<file path="config.mk">
export PLATFORM = sky130hd
export DESIGN_NAME = lcg_xor_text_decrypt_core
export DESIGN_NICKNAME = d
export VERILOG_FILES = /design/src/rtl/core/lxtd_pkg.sv /design/src/rtl/core/lcg_xor_text_decrypt_core.sv /design/src/rtl/core/lxtd_front.sv /design/src/rtl/core/lxtd_fifo.sv /design/src/rtl/core/lxtd_back.sv
export SDC_FILE = /design/constraint.sdc
export NUM_CORES = 2
export LEC_CHECK = 0
export ABC_AREA = 1
export ABC_CLOCK_PERIOD_IN_PS = 26300
export CORE_ASPECT_RATIO = 1.5
export CORE_MARGIN = 1
export CORE_UTILIZATION = 50
export DETAILED_ROUTE_END_ITERATION = 6
export DONT_BUFFER_PORTS = 1
export GPL_TIMING_DRIVEN = 0
export PLACE_DENSITY = 0.63
export SYNTH_ARGS = -nofsm -noshare
export SYNTH_HDL_FRONTEND = slang
export SYNTH_HIERARCHICAL = 1
export SYNTH_SLANG_ARGS = --single-unit
</file>
<file path="constraint.sdc">
create_clock -name clk -period 26.3 [get_ports clk]
set_input_delay 3.945 -clock clk [delete_from_list [all_inputs] [get_ports clk]]
set_output_delay 3.945 -clock clk [all_outputs]
set_load 0.05 [all_outputs]
</file>
<file path="src/rtl/core/lxtd_pkg.sv">
// Package: shared types and constants for the LCG XOR text decrypt core
`default_nettype none
package lxtd_pkg;

  localparam logic [1:0] REG_MULTIPLIER = 2'd0;
  localparam logic [1:0] REG_INCREMENT  = 2'd1;
  localparam logic [1:0] REG_MODULUS    = 2'd2;

  localparam logic [31:0] MULT_RESET = 32'd16811;
  localparam logic [31:0] INC_RESET  = 32'd7;
  localparam logic [31:0] MOD_RESET  = 32'd2147483647;

  localparam logic [7:0] CHAR_UPPER_A = 8'h41;
  localparam logic [7:0] CHAR_LOWER_A = 8'h61;
  localparam logic [7:0] CHAR_ZERO    = 8'h30;
  localparam logic [7:0] PAIR_SCALE   = 8'd10;

  // classified work for the back end
  typedef struct packed {
    logic       has_x;   // a byte is carried (raw for corrupt items)
    logic [7:0] x;
    logic       last;
    logic       corrupt;
  } work_t;

  typedef enum logic [2:0] {
    BK_IDLE, BK_MUL, BK_MOD, BK_XOR, BK_OUT
  } bk_state_t;

  function automatic logic is_space(input logic [7:0] c);
    return (c == 8'h20) || (c >= 8'h09 && c <= 8'h0D);
  endfunction

  function automatic logic is_letter(input logic [7:0] c);
    return (c >= 8'h41 && c <= 8'h5A) || (c >= 8'h61 && c <= 8'h7A);
  endfunction

endpackage
`default_nettype wire

</file>
<file path="src/rtl/core/lcg_xor_text_decrypt_core.sv">
// Top level: LCG XOR text decrypt core with config registers
//
// channel | handshake          | payload
// input   | push / full        | text_char, last_char
// result  | empty / pop        | plain_byte, has_byte, end_of_text, corrupt
// config  | cfg_valid/cfg_ready| cfg_index, cfg_data
//
// A byte after the seed passes through the back end in order: it is taken from the
// queue, then come 2 multiply steps (16-bit digits), 64 restoring reduction steps,
// 1 XOR step and the result hold. With a zero modulus the reduction is skipped.
// Seed bytes and end-only items skip the multiply and reduction; whitespace and
// pair starts leave the front end only when they carry the end of text.
// Synchronous reset restores register defaults and clears all message state.
// A 2-entry queue lets the front end keep accepting while the back end works;
// an unpopped result stalls the back end, which then fills the queue.
`default_nettype none
module lcg_xor_text_decrypt_core (
  input  wire logic        clk,
  input  wire logic        rst,
  input  wire logic        push,
  output logic             full,
  input  wire logic [7:0]  text_char,
  input  wire logic        last_char,
  output logic             empty,
  input  wire logic        pop,
  output logic [7:0]       plain_byte,
  output logic             has_byte,
  output logic             end_of_text,
  output logic             corrupt,
  input  wire logic        cfg_valid,
  output logic             cfg_ready,
  input  wire logic [1:0]  cfg_index,
  input  wire logic [31:0] cfg_data
);
  import lxtd_pkg::*;

  logic [31:0] multiplier, increment, modulus;
  work_t f_data, b_data;
  logic f_push, f_full, b_pop, b_empty, bk_idle;

  assign cfg_ready = 1'b1;

  // configuration registers
  always_ff @(posedge clk) begin
    if (rst) begin
      multiplier <= MULT_RESET; increment <= INC_RESET; modulus <= MOD_RESET;
    end else if (cfg_valid) begin
      case (cfg_index)
        REG_MULTIPLIER: multiplier <= cfg_data;
        REG_INCREMENT:  increment <= cfg_data;
        REG_MODULUS:    modulus <= cfg_data;
        default: ;
      endcase
    end
  end

  lxtd_front u_front (
    .clk, .rst, .push, .full, .text_char, .last_char,
    .wq_data(f_data), .wq_push(f_push), .wq_full(f_full)
  );

  lxtd_fifo #(.Width($bits(work_t)), .Depth(2)) u_fifo (
    .clk, .rst, .push(f_push), .wdata(f_data), .full(f_full),
    .pop(b_pop), .rdata(b_data), .empty(b_empty)
  );

  lxtd_back u_back (
    .clk, .rst, .multiplier, .increment, .modulus,
    .wq_data(b_data), .wq_empty(b_empty), .wq_pop(b_pop),
    .empty, .pop, .plain_byte, .has_byte, .end_of_text, .corrupt,
    .idle(bk_idle)
  );

  assert property (@(posedge clk) disable iff (rst)
    (!b_empty) |-> !bk_idle) else $error("idle with queued work");

endmodule
`default_nettype wire

</file>
<file path="src/rtl/core/lxtd_front.sv">
// Front end: strips whitespace, decodes letter and pair bytes
`default_nettype none
module lxtd_front (
  input  wire logic            clk,
  input  wire logic            rst,
  input  wire logic            push,
  output logic                 full,
  input  wire logic [7:0]      text_char,
  input  wire logic            last_char,
  output lxtd_pkg::work_t      wq_data,
  output logic                 wq_push,
  input  wire logic            wq_full
);
  import lxtd_pkg::*;

  logic       digit_pending;
  logic [7:0] pending_char;
  logic [7:0] k, e, x_pair;
  logic       take;
  work_t      w;

  assign full = wq_full;
  assign take = push && !wq_full;

  // pair decode
  always_comb begin
    k = pending_char - CHAR_ZERO;
    e = k[0] ? (text_char - CHAR_UPPER_A) : (text_char - CHAR_LOWER_A);
    x_pair = 8'(PAIR_SCALE * e + k);
  end

  // classify one character
  always_comb begin
    w = '0;
    w.last = last_char;
    if (!is_space(text_char)) begin
      if (digit_pending) begin
        w.has_x = 1'b1;
        w.x = x_pair;
      end else if (is_letter(text_char)) begin
        w.has_x = 1'b1;
        w.x = text_char;
      end
    end
    // dangling pair start at end of text
    if (last_char && !w.has_x && (digit_pending ||
        (!is_space(text_char) && !is_letter(text_char)))) begin
      w.has_x = 1'b1;
      w.corrupt = 1'b1;
      w.x = digit_pending ? pending_char : text_char;
    end
  end

  assign wq_data = w;
  assign wq_push = take && (w.has_x || last_char);

  // pair holding register
  always_ff @(posedge clk) begin
    if (rst) begin
      digit_pending <= 1'b0;
      pending_char <= '0;
    end else if (take) begin
      if (last_char) begin
        digit_pending <= 1'b0;
      end else if (!is_space(text_char)) begin
        if (digit_pending) begin
          digit_pending <= 1'b0;
        end else if (!is_letter(text_char)) begin
          digit_pending <= 1'b1;
          pending_char <= text_char;
        end
      end
    end
  end

  assert property (@(posedge clk) disable iff (rst)
    wq_push |-> (wq_data.has_x || wq_data.last)) else $error("empty work pushed");
  assert property (@(posedge clk) disable iff (rst)
    wq_data.corrupt |-> wq_data.last) else $error("corrupt without end");
  assert property (@(posedge clk) disable iff (rst)
    (take && last_char) |=> !digit_pending) else $error("pair survives end");

endmodule
`default_nettype wire

</file>
<file path="src/rtl/core/lxtd_fifo.sv">
// Small register queue between front and back ends
`default_nettype none
module lxtd_fifo #(
  parameter int Width = 8,
  parameter int Depth = 2
) (
  input  wire logic             clk,
  input  wire logic             rst,
  input  wire logic             push,
  input  wire logic [Width-1:0] wdata,
  output logic                  full,
  input  wire logic             pop,
  output logic [Width-1:0]      rdata,
  output logic                  empty
);
  localparam int AW = (Depth > 1) ? $clog2(Depth) : 1;

  logic [Width-1:0] mem [Depth];
  logic [AW-1:0]    wp, rp;
  logic [AW:0]      cnt;

  assign full  = (cnt == (AW+1)'(Depth));
  assign empty = (cnt == '0);
  assign rdata = mem[rp];

  // pointers and count
  always_ff @(posedge clk) begin
    if (rst) begin
      wp <= '0; rp <= '0; cnt <= '0;
    end else begin
      if (push && !full) begin
        wp <= (wp == AW'(Depth-1)) ? '0 : wp + 1'b1;
      end
      if (pop && !empty) begin
        rp <= (rp == AW'(Depth-1)) ? '0 : rp + 1'b1;
      end
      cnt <= cnt + (AW+1)'(push && !full) - (AW+1)'(pop && !empty);
    end
  end

  always_ff @(posedge clk) begin
    if (push && !full) begin
      mem[wp] <= wdata;
    end
  end

endmodule
`default_nettype wire

</file>
<file path="src/rtl/core/lxtd_back.sv">
// Back end: LCG advance with sequential multiply and reduction, XOR, result register
`default_nettype none
module lxtd_back (
  input  wire logic            clk,
  input  wire logic            rst,
  input  wire logic [31:0]     multiplier,
  input  wire logic [31:0]     increment,
  input  wire logic [31:0]     modulus,
  input  lxtd_pkg::work_t      wq_data,
  input  wire logic            wq_empty,
  output logic                 wq_pop,
  output logic                 empty,
  input  wire logic            pop,
  output logic [7:0]           plain_byte,
  output logic                 has_byte,
  output logic                 end_of_text,
  output logic                 corrupt,
  output logic                 idle
);
  import lxtd_pkg::*;

  bk_state_t state, state_next;
  work_t     cur;
  logic [31:0] seed_value;
  logic        seed_taken, stopped_at_nul;
  logic [63:0] prod;       // product accumulator
  logic [1:0]  mstep;      // 16-bit multiplier digit index
  logic [64:0] rem;        // restoring division remainder window
  logic [5:0]  bitn;
  logic [63:0] dividend;
  logic        out_valid;
  logic [47:0] pp;
  logic [64:0] trial;
  logic [7:0]  p;
  logic        deliver;

  assign pp = seed_value * multiplier[mstep[0]*16 +: 16];
  assign p  = cur.x ^ seed_value[7:0];
  assign trial = {rem[63:0], dividend[63]} - {33'd0, modulus};
  assign deliver = cur.has_x && seed_taken && !stopped_at_nul && (p != '0);
  assign empty = !out_valid;
  assign idle = (state == BK_IDLE) && wq_empty;

  // next state
  always_comb begin
    state_next = state;
    wq_pop = 1'b0;
    case (state)
      BK_IDLE: if (!wq_empty) begin
        wq_pop = 1'b1;
        // seed bytes and non-byte items skip the LCG
        state_next = (wq_data.has_x && seed_taken) ? BK_MUL : BK_XOR;
      end
      BK_MUL: if (mstep == 2'd1) state_next = (modulus == '0) ? BK_XOR : BK_MOD;
      BK_MOD: if (bitn == 6'd63) state_next = BK_XOR;
      BK_XOR: state_next = BK_OUT;
      BK_OUT: if (!out_valid) state_next = BK_IDLE;
      default: state_next = BK_IDLE;
    endcase
  end

  // datapath and LCG state
  always_ff @(posedge clk) begin
    if (rst) begin
      state <= BK_IDLE;
      seed_value <= '0; seed_taken <= 1'b0; stopped_at_nul <= 1'b0;
      out_valid <= 1'b0;
    end else begin
      state <= state_next;
      if (pop && out_valid) out_valid <= 1'b0;
      case (state)
        BK_IDLE: if (!wq_empty) begin
          cur <= wq_data;
          mstep <= '0;
          prod <= {32'd0, increment};
        end
        BK_MUL: begin
          prod <= prod + (64'(pp) << (mstep[0] ? 16 : 0));
          mstep <= mstep + 1'b1;
          rem <= '0; bitn <= '0;
          dividend <= prod + (64'(pp) << (mstep[0] ? 16 : 0));
          if (mstep == 2'd1 && modulus == '0)
            seed_value <= 32'(prod + (64'(pp) << 16));
        end
        BK_MOD: begin
          if (!trial[64]) rem <= trial;
          else rem <= {rem[63:0], dividend[63]};
          dividend <= {dividend[62:0], 1'b0};
          bitn <= bitn + 1'b1;
          if (bitn == 6'd63)
            seed_value <= !trial[64] ? trial[31:0] : {rem[30:0], dividend[63]};
        end
        BK_XOR: begin
          has_byte <= deliver;
          plain_byte <= deliver ? p : '0;
          end_of_text <= cur.last; corrupt <= cur.corrupt;
          // end of text clears the message state
          if (cur.last) begin
            seed_value <= '0; seed_taken <= 1'b0; stopped_at_nul <= 1'b0;
          end else if (cur.has_x) begin
            if (!seed_taken) begin
              seed_taken <= 1'b1;
              seed_value <= {24'd0, cur.x};
            end else if (!stopped_at_nul && p == '0) begin
              stopped_at_nul <= 1'b1;
            end
          end
          if (cur.last || deliver)
            out_valid <= 1'b1;
        end
        BK_OUT: ;
        default: ;
      endcase
    end
  end

  assert property (@(posedge clk) disable iff (rst)
    (state == BK_MOD) |-> (modulus != '0)) else $error("reduction by zero");
  assert property (@(posedge clk) disable iff (rst)
    (out_valid && !has_byte) |-> end_of_text) else $error("empty non-end result");
  assert property (@(posedge clk) disable iff (rst)
    (out_valid && has_byte) |-> (plain_byte != '0)) else $error("zero byte delivered");

endmodule
`default_nettype wire
</file>
# [Yosys cells after proc, flatten, opt, wreduce, memory -nomap -nowiden]
# Memory sizes are Yosys's and may differ from the RTL's. A register that Yosys moved wholly into a read port is not among the register bits.
# Index checks and enable logic that the tools add are counted.
[word_totals] elab_cells=180 ff_bits=369 n_memories=1 ram_bits=22 output_inout_bits=14 input_bits=48
[op_classes] n_eq_ne=18 addsub=13 shifts=2 magnitude_cmp=6 muxes=51 reduce_logical=54 bitwise_logic=7 multipliers=2
[mem_list] name="u_fifo.mem" depth=2 width=11 rd=1 rd_clocked_by_memory_dff=1 wr=1 line="lxtd_fifo.sv:18" rtl="logic [Width-1:0] mem [Depth];"
[op_table] operator="case mux 64 bit (2 select lines)" count=3
[op_table] operator="2-to-1 mux 32 bit" count=6
[op_table] operator="2-to-1 mux 64 bit" count=2
[op_table] operator="case mux 32 bit (3 select lines)" count=1
[op_table] operator="subtractor 65 x 32 -> 65 bit" count=1
[op_table] operator="adder 64 bit" count=1
[op_table] operator="left shift 48 x 5 -> 64 bit" count=1
[op_table] operator="multiplier 32 x 16 -> 48 bit" count=1
[op_table] operator="2-to-1 mux 9 bit" count=4
[op_table] operator="adder 32 bit" count=1
[op_table] operator="zero test 32 bit" count=1
[op_table] operator="indexed part select 32 x 6 -> 16 bit" count=1
[op_table] operator="2-to-1 mux 1 bit" count=23
[op_table] operator="logical AND 1 bit" count=17
[op_table] operator=">= comparator 8 x 7 -> 1 bit (second input constant)" count=2
[op_table] operator="<= comparator 8 x 7 -> 1 bit (second input constant)" count=2
[op_table] operator="2-to-1 mux 8 bit" count=2
[op_table] operator="subtractor 8 x 7 -> 8 bit (second input constant)" count=2
[op_table] operator="case mux 3 bit (5 select lines)" count=1
[op_table] operator="AND reduction 2 bit" count=7
[op_table] operator="2-to-1 mux 3 bit" count=4
[op_table] operator="case mux 6 bit (2 select lines)" count=1
[op_table] operator="AND reduction 5 bit" count=2
[op_table] operator="nonzero test 2 bit" count=5
[op_table] operator="35 further kinds" count=62

# [Longest topological paths before layout]
[logic_depth] depth_word=15 depth_mapped=50 mapped_depth_nobuf=47

# [Hierarchy]
# Netlist, hierarchy kept.
[modules_own_cells] module="lxtd_back" area_per_inst_um2=37253.2 seq_area_each_um2=7427.1 cells_per_inst=5160 instances=1
[modules_own_cells] module="lcg_xor_text_decrypt_core" area_per_inst_um2=3890.0 seq_area_each_um2=1921.8 cells_per_inst=547 instances=1
[modules_own_cells] module="lxtd_front" area_per_inst_um2=1428.9 seq_area_each_um2=180.2 cells_per_inst=238 instances=1
[modules_own_cells] module="lxtd_fifo" area_per_inst_um2=1088.5 seq_area_each_um2=760.7 cells_per_inst=74 instances=1

# [Worst setup path after synthesis]
# Ideal clock, no wire load.
[synth_timing] path_type="input -> register" from="input rst" to="register u_back.bitn[0] (enable)" cell_stages=2 path_buffers=1 slack_ns=15.019 required_ns=25.628 t_arrival_ns=10.610 setup_time_ns=0.672 path_cell_list="clkbuf_1 > a21oi_1"
[synth_via] elab_chain_len=2
[synth_lines] item="start: declaration" line="lcg_xor_text_decrypt_core.sv:19" rtl="input wire logic rst,"
[synth_lines] item="inverter 1 bit (no source line)"
[synth_lines] item="AND reduction 2 bit (no source line)"
[synth_lines] item="end signal: assignment" line="lxtd_back.sv:89" rtl="bitn <= bitn + 1'b1;"
[synth_lines] item="end: declaration" line="lxtd_back.sv:29" rtl="logic [5:0] bitn;"
# No other way between the ends.
# A chain may end at the register's enable or synchronous reset.

# [Worst setup path after layout]
[layout_timing] from="register u_back.mstep[0]" to="register u_back.dividend[50] (data pin)"
[layout_via] elab_chain_len=5 elab_cells_between_ends=6 cone_classes="1 x add/sub; 1 x mul; 2 x shift; 2 x mux"
[layout_lines] item="start: declaration" line="lxtd_back.sv:27" rtl="logic [1:0] mstep;"
[layout_lines] item="start signal: assignment" line="lxtd_back.sv:79" rtl="mstep <= mstep + 1'b1;"
[layout_lines] item="indexed part select 32 x 6 -> 16 bit" line="lxtd_back.sv:37" rtl="assign pp = seed_value * multiplier[mstep[0]*16 +: 16];"
[layout_lines] item="multiplier 32 x 16 -> 48 bit" line="lxtd_back.sv:37"
[layout_lines] item="left shift 48 x 5 -> 64 bit (*)" line="lxtd_back.sv:81" rtl="dividend <= prod + (64'(pp) << (mstep[0] ? 16 : 0));"
[layout_lines] item="adder 64 bit (*)" line="lxtd_back.sv:81"
[layout_lines] item="case mux 64 bit (2 select lines) (*)" line="lxtd_back.sv:71" rtl="case (state)"
[layout_lines] item="end signal: assignment" line="lxtd_back.sv:81"
[layout_lines] item="end signal: assignment" line="lxtd_back.sv:88" rtl="dividend <= {dividend[62:0], 1'b0};"
[layout_lines] item="end: declaration" line="lxtd_back.sv:30" rtl="logic [63:0] dividend;"
# Every way passes the cells marked *; elsewhere a longest branch is shown, timed or not.

==> Implementation_results.wiki <==
{| class="wikitable"
! Metric !! Value
|-
| Global-route wire length before repair || roughly 260000 um
|-
| Initial core utilization || roughly 51%
|-
| Summed instance area of the synthesized netlist || between 40000 and 50000 um2
|-
| Maximum level of the CTS H-tree || 2
|-
| Clock Tree Buf Depth || 3
|-
| Setup Skew || 0.06405 ns
|-
| Average wire per standard cell || approximately 24 um
|-
| Classification of the worst setup path || reg2reg
|-
| Grt total ovfl || 0
|-
| Count of cells along the worst register-to-register path || 37
|-
| Full die area || 88530 um2
|-
| Worst Tran Pin Value || 1.314 ns
|-
| Number of nets with antenna violations after detailed routing || 0
|-
| Detailed router's first-iteration violation count || between 3000 and 4000
|-
| CP bufs+invs || 9
|-
| Vias in the first global route || 41342
|-
| Maximum number of pins on one net before global-route repair || 29
|-
| Levels on crit path || 37
|-
| Insertion delay of the later-clocked pin in the worst-skew pair || 0.64 ns
|-
| Critical-path maximum fanout || 10
|-
| Crit path max-delay family || adder cells
|-
| Complex-gate fraction of the synthesized area || under 10%
|-
| Die span in y || around 360 um
|-
| Detailed placer's ending HPWL || ~150000 um
|-
| Number of cell rows || approximately 130
|-
| Number of buffers added to fix hold violations after cts || 0
|-
| Clock tree from TritonCTS || done
|-
| Multiplexer fraction of the synthesized cell area || 0.4155%
|-
| Min cycle time layout || roughly 12 ns
|-
| Count of port buffers added during placement || 0
|-
| Final weighted congestion of routability-driven global placement || 1.069
|-
| Largest family of logic cells by synthesized area || adder cells
|-
| Core outline area || 86380 um2
|-
| FF-to-FF setup slack || 14.23 ns
|-
| WHS Path Cells || 2
|-
| GRT Resource Usage Total || between 40% and 50%
|-
| Register bit total from synthesis || ~400
|-
| Number of vias per cell || about 5.6
|-
| Post-synthesis average cell area || 7.254 um2
|-
| DRC violations left || 0
|-
| Commonest cells after routing, fill and taps aside || sky130_fd_sc_hd__nand2_1, sky130_fd_sc_hd__inv_1, sky130_fd_sc_hd__nor2_1
|-
| Register area share after synthesis || roughly a quarter
|-
| Slowest cell on crit path || sky130_fd_sc_hd__clkbuf_1
|-
| Worst reg2reg path startpoint || u_back/mstep[0]
|-
| Post-synthesis instance total || between 6000 and 7000
|-
| Number of synthesized flops with an enable pin || between 200 and 250
|-
| Total setup buffers inserted after CTS || 0
|-
| Launching element type of the critical path || flop
|-
| Final sum of negative setup slack || 0 ns
|-
| Max Slew Vio Count || 0
|-
| Adder-Cell Fraction of Synth Area || a little over a quarter
|-
| Total Routed Length || approximately 180000 um
|-
| Number of antenna violations at the first check in global routing || 5
|-
| Die Span X || roughly 240 um
|-
| Maximum clock frequency || between 80 and 90 MHz
|-
| Number of buffers inserted during clock tree synthesis || 44
|-
| Most instantiated flip-flop cell in the synthesis netlist || sky130_fd_sc_hd__edfxtp_1
|-
| Count of synthesis-stage warnings from yosys || 6
|-
| Crit path capture || u_back/dividend[50]
|-
| Max-capacitance violation count || 0
|-
| Simple-Gate Fraction of Synth Area || about a quarter
|-
| Endpoint of the lowest-slack register-to-register path || u_back/dividend[50]
|-
| TritonCTS Sinks || about 400
|-
| Post-cts resize count || 0
|-
| Final Hold Vio Count || 0
|-
| Crit path required time || between 20 and 30 ns
|-
| Number of nets in the synthesized netlist || between 6000 and 7000
|-
| Hold crit path type || reg2reg
|-
| Fraction of layout cells with a size suffix above 1 || around 3.8%
|-
| Crit path capture type || flop
|-
| Filler Cells Inserted || approximately 8700
|-
| Number of distinct standard cells referenced by the synthesized netlist || between 60 and 70
|-
| Startpoint of the worst setup timing path || u_back/mstep[0]
|-
| Endpoint arrival time on the critical path || around 12 ns
|-
| Count of vias placed by the detailed router || between 40000 and 50000
|-
| Ports placed on the boundary || 62
|-
| First-pass iteration count of the detailed router || 5
|-
| NumNets Final || 6795
|-
| Area Growth Syn to Fin || 7.067%
|-
| Clock-pin slew reported for the worst setup and hold paths after clock tree synthesis || about 0.070 ns
|-
| Unrepaired setup endpoints after global routing || no
|-
| Outcome || completed
|-
| XOR/XNOR share of the synthesized area || ~2.1%
|-
| Final number of setup-violating endpoints || 0
|-
| Post-Route Hold Slack || 0.4570 ns
|-
| Stage delay of the slowest cell on the critical path || between 0.6 and 0.7 ns
|-
| Number of antenna repair diodes || 0
|-
| Async SR Flop Fraction || 0%
|-
| Headroom to the max-slew limit || 11.46%
|-
| Leading cell type in the layout, fill and taps excluded || sky130_fd_sc_hd__nand2_1
|-
| Tcrit/Tclk final || around 46%
|-
| Clock tree root buffer cell || sky130_fd_sc_hd__clkbuf_16
|}
## synthesized netlist by cell type (48+ instances only)
cell type	instances	share of area, %
sky130_fd_sc_hd__a21oi_1	336	3.9
sky130_fd_sc_hd__fa_1	423	19
sky130_fd_sc_hd__edfxtp_1	244	17
sky130_fd_sc_hd__dfxtp_1	148	6.8
sky130_fd_sc_hd__nand3_1	296	3.4
sky130_fd_sc_hd__inv_1	1087	9.3
sky130_fd_sc_hd__o21ai_0	267	3.1
sky130_fd_sc_hd__nor3_1	50	0.57
sky130_fd_sc_hd__xnor2_1	54	1.1
sky130_fd_sc_hd__nand2_1	1430	12
sky130_fd_sc_hd__nand4_1	70	1.0
sky130_fd_sc_hd__ha_1	251	7.2
sky130_fd_sc_hd__xor2_1	49	0.98
sky130_fd_sc_hd__or2_2	48	0.69
sky130_fd_sc_hd__nor2_1	788	6.8
sky130_fd_sc_hd__clkbuf_1	134	1.2
## stage by stage
stage | std cells | util [%] | area [um2] | setup slack, ns
floorplan | 6019 | - | 43660 | 15.02
global placement | 7158 | 52.20 | 45090 | 10.75
detailed placement | 7166 | 52.43 | 45290 | 14.48
CTS | 7248 | 54.12 | 46750 | 14.47
global route | 7248 | 54.12 | 46750 | 13.88
finish | 7248 | 54.12 | 46750 | 14.23
## flip-flops by register name, indices dropped and copies added (netlist names), 2 cells and up, named ones only
signal / cells
increment: 32
modulus: 32
multiplier: 32
u_back/bitn: 6
u_back/cur: 11
u_back/dividend: 64
u_back/mstep: 2
u_back/plain_byte: 8
u_back/prod: 64
u_back/rem: 64
u_back/seed_value: 32
u_back/state: 3
u_fifo/cnt: 2
u_fifo/mem: 22
u_front/pending_char: 8
## routing by layer
metal  GRT usage [%]  wire length (um)  vias to the layer above
met1           40.90             59160                    19158
met2           70.02             85930                     1699
met5               0                36                        -
met3           5.890             11070                      675
met4           38.01             20010                        6
li1                -                 -                    18935
## worst min-delay path by stage
| stage | startpoint | slack, ns | endpoint |
|---|---|---|---|
| floorplan | u_back/cur[0] | 0.40 | u_back/corrupt |
| global placement | multiplier[1] | 0.43 | multiplier[1] |
| detailed placement | multiplier[1] | 0.44 | multiplier[1] |
| CTS | multiplier[1] | 0.46 | multiplier[1] |
| global route | multiplier[1] | 0.48 | multiplier[1] |
| finish | multiplier[1] | 0.46 | multiplier[1] |
## cell families after synthesis
kind of cell	after synthesis
muxes	13
buffers and inverters	1300
other	1
AOI/OAI and AO/OA	764
and+or+nand+nor	2772
xor gates and xnor gates	103
adders and majority gates	674
DFF	392
## area by class of cell
| class | instances | area [um2] | share of cell area (%) |
|---|---|---|---|
| plain buffers | 193 | 875.8 | 1.874 |
| inverters | 1107 | 4158 | 8.894 |
| well taps | 1139 | 1425 | 3.049 |
| repair buffers | 8 | 182.7 | 0.3908 |
| flip-flops and latches | 392 | 10290 | 22.01 |
| multi-input cells | 4327 | 28360 | 60.67 |
| clock buffers | 54 | 1162 | 2.487 |
| clock inverters | 28 | 292.8 | 0.6263 |
## tightest hold or removal path: stages, from the launching register on
cell and delay, ns:
sky130_fd_sc_hd__dfxtp_1 0.32, sky130_fd_sc_hd__nand2_1 0.05, sky130_fd_sc_hd__nand3_1 0.06
Power is left out: the tool's default activity adds up to more than one toggle a clock period on the data nets, which glitch-free logic cannot reach.
